`src/hdl/dvrt_pkg.sv`:
```
// Shared types and constants for the distance-vector route table.
package dvrt_pkg;
    localparam int ROUTERS_DEF  = 16;
    localparam int COST_INF_DEF = 65535;
    localparam int COST_W       = 16;
    localparam int ID_W         = 4;
    localparam int HOP_W        = 5;
    localparam int TICK_W       = 32;
    localparam logic [HOP_W-1:0] NO_HOP = 5'd16;

    localparam logic [2:0] REQ_EDGE   = 3'd0;
    localparam logic [2:0] REQ_COST   = 3'd1;
    localparam logic [2:0] REQ_TICK   = 3'd2;
    localparam logic [2:0] REQ_ENTRY  = 3'd3;
    localparam logic [2:0] REQ_LOOKUP = 3'd4;

    localparam logic [2:0] OUT_DONE    = 3'd0;
    localparam logic [2:0] OUT_ENTRY   = 3'd1;
    localparam logic [2:0] OUT_FORWARD = 3'd2;
    localparam logic [2:0] OUT_LOCAL   = 3'd3;
    localparam logic [2:0] OUT_DROP    = 3'd4;
    localparam logic [2:0] OUT_UNKNOWN = 3'd5;

    localparam logic [0:0] CFG_LOCAL_ID = 1'd0;
    localparam logic [0:0] CFG_SILENCE  = 1'd1;

    // Controller to datapath
    typedef struct packed {
        logic load;      // capture request
        logic single;    // apply single-item request (edge, cost, entry)
        logic sweep;     // process entry at idx (cost change walk)
        logic emit;      // advertise entry at idx
        logic chk_link;  // check link at nb for silence
        logic fail;      // reroute entry at idx after link fail
        logic tick_inc;
        logic idx_clr;
        logic idx_inc;
        logic nb_clr;
        logic nb_inc;
        logic out_done;  // emit the single result
        logic out_last;
    } dvrt_cmd_t;

    // Datapath to controller
    typedef struct packed {
        logic idx_end;
        logic nb_end;
        logic present;      // route present at idx
        logic last_present; // route at idx is the highest present one
        logic any_emit;
        logic link_down;    // link at nb just went down
        logic out_busy;
    } dvrt_stat_t;
endpackage

```
`src/hdl/dvrt_ctrl.sv`:
```
// Controller: sequences requests, table walks and result hand-off.
module dvrt_ctrl
    import dvrt_pkg::*;
(
    input  logic       clk,
    input  logic       rst_n,
    input  logic       in_valid,
    output logic       in_ready,
    input  logic [2:0] req_type,
    output dvrt_cmd_t  cmd,
    input  dvrt_stat_t stat
);
    typedef enum logic [2:0] {
        S_IDLE, S_EXEC, S_COST, S_EMIT, S_CHECK, S_FAIL, S_DONE
    } state_t;

    state_t state_reg;
    logic [2:0] kind_reg;

    assign in_ready = (state_reg == S_IDLE);

    always_comb
    begin
        cmd = '0;
        unique case (state_reg)
            S_IDLE: cmd.load = in_valid;
            S_EXEC:
            begin
                cmd.single  = 1'b1;
                cmd.idx_clr = 1'b1;
                cmd.nb_clr  = 1'b1;
                cmd.tick_inc = (kind_reg == REQ_TICK);
            end
            S_COST:
            begin
                cmd.sweep   = 1'b1;
                cmd.idx_inc = 1'b1;
            end
            S_EMIT:
            begin
                if (!stat.out_busy) begin
                    // final item when no present entry lies above idx
                    cmd.idx_inc = 1'b1;
                    cmd.emit = stat.present;
                    cmd.out_last = stat.last_present;
                end
            end
            S_CHECK:
            begin
                cmd.chk_link = 1'b1;
                cmd.idx_clr  = 1'b1;
                cmd.nb_inc   = !stat.link_down;
            end
            S_FAIL:
            begin
                cmd.fail = 1'b1;
                cmd.idx_inc = 1'b1;
                cmd.nb_inc = stat.idx_end;
            end
            S_DONE:
            begin
                // a tick with nothing advertised still owes one done item
                cmd.out_done = !stat.out_busy && (kind_reg != REQ_TICK || !stat.any_emit);
            end
            default: ;
        endcase
    end

    always_ff @(posedge clk or negedge rst_n)
    begin
        if (!rst_n) begin
            state_reg <= S_IDLE;
            kind_reg  <= REQ_EDGE;
        end else begin
            unique case (state_reg)
                S_IDLE:
                    if (in_valid) begin
                        kind_reg  <= req_type;
                        state_reg <= S_EXEC;
                    end
                S_EXEC:
                    if (kind_reg == REQ_COST) state_reg <= S_COST;
                    else if (kind_reg == REQ_TICK) state_reg <= S_EMIT;
                    else state_reg <= S_DONE;
                S_COST:
                    if (stat.idx_end) state_reg <= S_DONE;
                S_EMIT:
                    if (!stat.out_busy && stat.idx_end) state_reg <= S_DONE;
                S_CHECK:
                    if (stat.link_down) state_reg <= S_FAIL;
                    else if (stat.nb_end) state_reg <= S_IDLE;
                    else state_reg <= S_CHECK;
                S_FAIL:
                    if (stat.idx_end) state_reg <= stat.nb_end ? S_IDLE : S_CHECK;
                S_DONE:
                    if (!stat.out_busy) state_reg <= (kind_reg == REQ_TICK) ? S_CHECK : S_IDLE;
                default: state_reg <= S_IDLE;
            endcase
        end
    end
endmodule

```
`config.mk`:
```
export PLATFORM = sky130hd
export DESIGN_NAME = dvrt_ctrl
export DESIGN_NICKNAME = d
export VERILOG_FILES = /design/src/hdl/dvrt_pkg.sv /design/src/hdl/dvrt_ctrl.sv
export SDC_FILE = /design/constraint.sdc
export NUM_CORES = 1
export LEC_CHECK = 0
export ABC_CLOCK_PERIOD_IN_PS = 1600
export BUFFER_PORTS_ARGS = -buffer_cell sky130_fd_sc_hd__clkbuf_2
export CAP_MARGIN = 0
export CELL_PAD_IN_SITES_DETAIL_PLACEMENT = 0
export CELL_PAD_IN_SITES_GLOBAL_PLACEMENT = 1
export CORE_UTILIZATION = 33
export CTS_BUF_LIST = sky130_fd_sc_hd__clkbuf_4 sky130_fd_sc_hd__clkbuf_8
export CTS_CLUSTER_SIZE = 30
export DETAILED_ROUTE_END_ITERATION = 12
export HOLD_SLACK_MARGIN = 0.06
export PLACE_DENSITY_LB_ADDON = 0.1
export SLEW_MARGIN = 20
export SYNTH_ARGS = -nofsm -noshare
export SYNTH_HDL_FRONTEND = slang
export SYNTH_SLANG_ARGS = --single-unit
```
`constraint.sdc`:
```
create_clock -name clk -period 1.6 [get_ports clk]
set_input_delay 0.16 -clock clk [delete_from_list [all_inputs] [get_ports clk]]
set_output_delay 0.16 -clock clk [all_outputs]
set_load 0.01 [all_outputs]
```
==> PnR_summary.wiki <==
{| class="wikitable"
! Metric !! Value
|-
| Result of the run || finished, violations left
|-
| Failing checks || negative setup slack
|-
| Multiplexer share of the synthesized area || 7.78%
|-
| Total global routing overflow || 0
|-
| Cell Chain, Critical Path || or3b_4 -> nor4_4 -> buf_2
|-
| Post-synthesis average cell area || 9.05 um2
|-
| Type of the tightest min-delay check || in -> reg
|-
| Worst setup slack before clock tree synthesis || 0.115 ns
|-
| Final min period || 1.61 ns
|-
| Wire length after detailed routing || around 1300 um
|-
| Clock sink total || 6
|-
| Initial Util || 36.7%
|-
| Core ar. || about 1600 um2
|-
| Quantity of I/O buffers inserted on ports || 26
|-
| Hold WS || around 0.15 ns
|-
| Combinational family with the most area after synthesis || simple AND/OR/NAND/NOR gates
|-
| Leak pwr || just under 0.4 nW
|-
| Worst-case vdd ir drop || 0.000695 V
|-
| Number of standard cells in the layout, taps in and fillers out || 113
|-
| Transition at the pin with the smallest max-transition slack || between 0.2 and 0.25 ns
|-
| DP Cell Count || 104
|-
| Number of synthesized flops with an enable pin || 0
|-
| First-pass GRT wire length || approximately 2300 um
|-
| Latest clock arrival within the worst-skew pair || 0.24 ns
|-
| Kind of critical path || reg -> out
|-
| Clock slew at reported path FFs || 0.04 ns
|-
| Final setup violation count || 1
|-
| Largest incremental delay on the critical path || 0.44 ns
|-
| Die width || 43.9 um
|-
| Full die area || slightly below 2000 um2
|-
| Startpoint type of the worst setup path || register
|-
| Initial antenna violation count || 0
|-
| Synthesized-area fraction occupied by xor and xnor cells || about 3.0%
|-
| Number of global-route vias before repair || 503
|-
| Final slew viol count || 0
|-
| Unrepaired setup endpoints after global routing || true
|-
| Critical-path top delay cell || sky130_fd_sc_hd__or3b_4
|-
| Antenna Violating Nets Remaining || 0
|-
| Max frequency || 0.621 GHz
|-
| Prevailing post-synth register cell || sky130_fd_sc_hd__dfrtp_1
|-
| Compound-cell area share of the yosys netlist || 16.4%
|-
| Maximum fanout encountered on the critical timing path || 3
|-
| Vertical die dimension || 43.9 um
|-
| CTS tree || done
|-
| Area post-placement || 709 um2
|-
| Synthesized flop and latch total || 6
|-
| Post-synth design cell area || 579 um2
|-
| Overall global routing resource usage || 15.9%
|-
| Root buf cell || sky130_fd_sc_hd__clkbuf_4
|-
| CP Capture Type || output port
|-
| Maximum number of pins on one net before global-route repair || 12
|-
| H-tree Lvls || 1
|-
| CTS max path bufs || 2
|-
| Final weighted congestion in routability-driven placement || 0.723
|-
| Post-synth ARST share || 100%
|-
| Number of nets produced by synthesis || 77
|-
| Area growth from synthesis to layout || 37.6%
|-
| Post-layout util || 50.6%
|-
| Average routed wire per standard cell || 11.9 um
|-
| Total Nets Final || 112
|-
| Headroom to the max-slew limit || 83.4%
|-
| FP Rows || 14
|-
| Count of unresolved DRC violations after routing || 0
|-
| Share of post-route cells with drive strength above 1 || 58.8%
|-
| Post-Syn Instances || 64
|-
| I/O pin count || 27
|-
| Buffers & Inverters on Critical Path || 1
|-
| # Max-Cap Violations || 0
|-
| Final setup skew || 0.000672 ns
|-
| Number of hold violations in the final report || 0
|-
| Critical Path AT || 1.45 ns
|-
| Pre-antenna DRT Iters || 4
|-
| Area share of and/or/nand/nor cells after synthesis || 36.3%
|-
| Warnings, synthesis || 0
|-
| Least setup slack across all paths after layout || -0.0110 ns
|-
| Part of the Yosys area used for sequential elements || 25.9%
|-
| Adder-Cell Fraction of Synth Area || 0%
|-
| Antenna diodes || 0
|-
| Number of vias in the routed layout || 573
|-
| Number of distinct library cells after synthesis || 32
|-
| Required time of the critical path || 1.44 ns
|-
| Category of cells accounting for the largest share of critical-path delay || simple AND/OR/NAND/NOR gates
|-
| TritonCTS Buffers || 3
|-
| Half-perimeter wire length after detailed placement || ~1000 um
|-
| Total non-filler cell area in the finished layout || approximately 800 um2
|-
| Initial detailed-routing violation count || 6
|-
| Final Cycle Share || 101%
|-
| Via-per-instance ratio || 5.07
|-
| Pwr Density || 1870 nW/um2
|}
report_power, final:
| part | switching (mW) | total, mW | internal (mW) |
|---|---|---|---|
| logic | 0.481 | 1.01 | 0.529 |
| clock network | 0.0499 | 0.134 | 0.0845 |
| registers | 0.109 | 0.346 | 0.237 |
| total | 0.640 | 1.49 | 0.850 |
synthesized netlist by cell type (2+ instances only):
| library cell | instances | area [um2] |
|---|---|---|
| sky130_fd_sc_hd__nand2b_1 | 3 | 18.8 |
| sky130_fd_sc_hd__dfrtp_1 | 6 | 150 |
| sky130_fd_sc_hd__a21oi_2 | 2 | 17.5 |
| sky130_fd_sc_hd__buf_4 | 3 | 22.5 |
| sky130_fd_sc_hd__nor4b_1 | 3 | 26.3 |
| sky130_fd_sc_hd__o21ai_0 | 4 | 20.0 |
| sky130_fd_sc_hd__nor2_1 | 7 | 26.3 |
| sky130_fd_sc_hd__xnor2_1 | 2 | 17.5 |
| sky130_fd_sc_hd__and2_1 | 2 | 12.5 |
| sky130_fd_sc_hd__nand2_1 | 3 | 11.3 |
| sky130_fd_sc_hd__mux2_4 | 3 | 45.0 |
| sky130_fd_sc_hd__buf_6 | 2 | 22.5 |
| sky130_fd_sc_hd__a21oi_1 | 4 | 20.0 |
| sky130_fd_sc_hd__inv_1 | 2 | 7.51 |
kinds of logic after synthesis:
logic type | after synthesis
muxes | 3
xor gates and xnor gates | 2
DFF | 6
AOI/OAI and AO/OA | 15
and+or+nand+nor | 29
buffers and inverters | 9
per-layer routing:
metal / track usage [%] / vias to the layer above / share of wire [%]
met5: 0 / - / 0
met4: 3.64 / 0 / 0
met3: 2.92 / 0 / 4.2
met2: 24.5 / 17 / 47
met1: 23.0 / 263 / 49
li1: - / 293 / -
cell type report:
cell class,count,area [um2]
Sequential cell,6,154
Inverter,3,11.3
Timing Repair Buffer,36,208
Multi-Input combinational cell,49,382
Tap cell,16,20.0
Clock buffer,3,22.5
Fill cell,164,779
repair_timing:
action / 4_1_cts / 5_1_grt
setup endpoints to repair: 6 / 4
gates resized for setup: 4 / 4
hold buffers: 1 / 0
setup buffers: 1 / 4
endpoints found under the hold margin: 6 / 0
worst paths after layout:
path                         startpoint      endpoint  depth (start not counted)  slack, ns
max reg2reg                state_reg[0]   kind_reg[0]                          3       0.22
max in group asynchronous         rst_n  state_reg[1]                          2       1.16
max                         kind_reg[0]        cmd[6]                          3      -0.01
min                         req_type[2]   kind_reg[2]                          2       0.15
min reg2reg                 kind_reg[2]   kind_reg[2]                          1       0.54
min in group asynchronous         rst_n   kind_reg[2]                          2       0.28
cells in the final DEF (no fill, tap or decap), drive strengths merged, types with 2 or more instances in the layout:
master  instances
clkbuf         27
buf            11
nor2            7
o21ai           6
a21oi           6
dfrtp           6
nand2b          4
nand2           4
mux2            3
inv             3
nor4b           3
xnor2           2
and2            2
nor3b           2
metrics by stage:
step	TNS, ns	total power [mW]
2_1_floorplan	0	1.04
6_report	-0.0110	1.49
4_1_cts	-0.0289	1.44
3_3_place_gp	0	1.26
5_1_grt	-0.0603	1.63
3_5_place_dp	0	1.26
No activity file was read; power rests on OpenSTA's default activity.
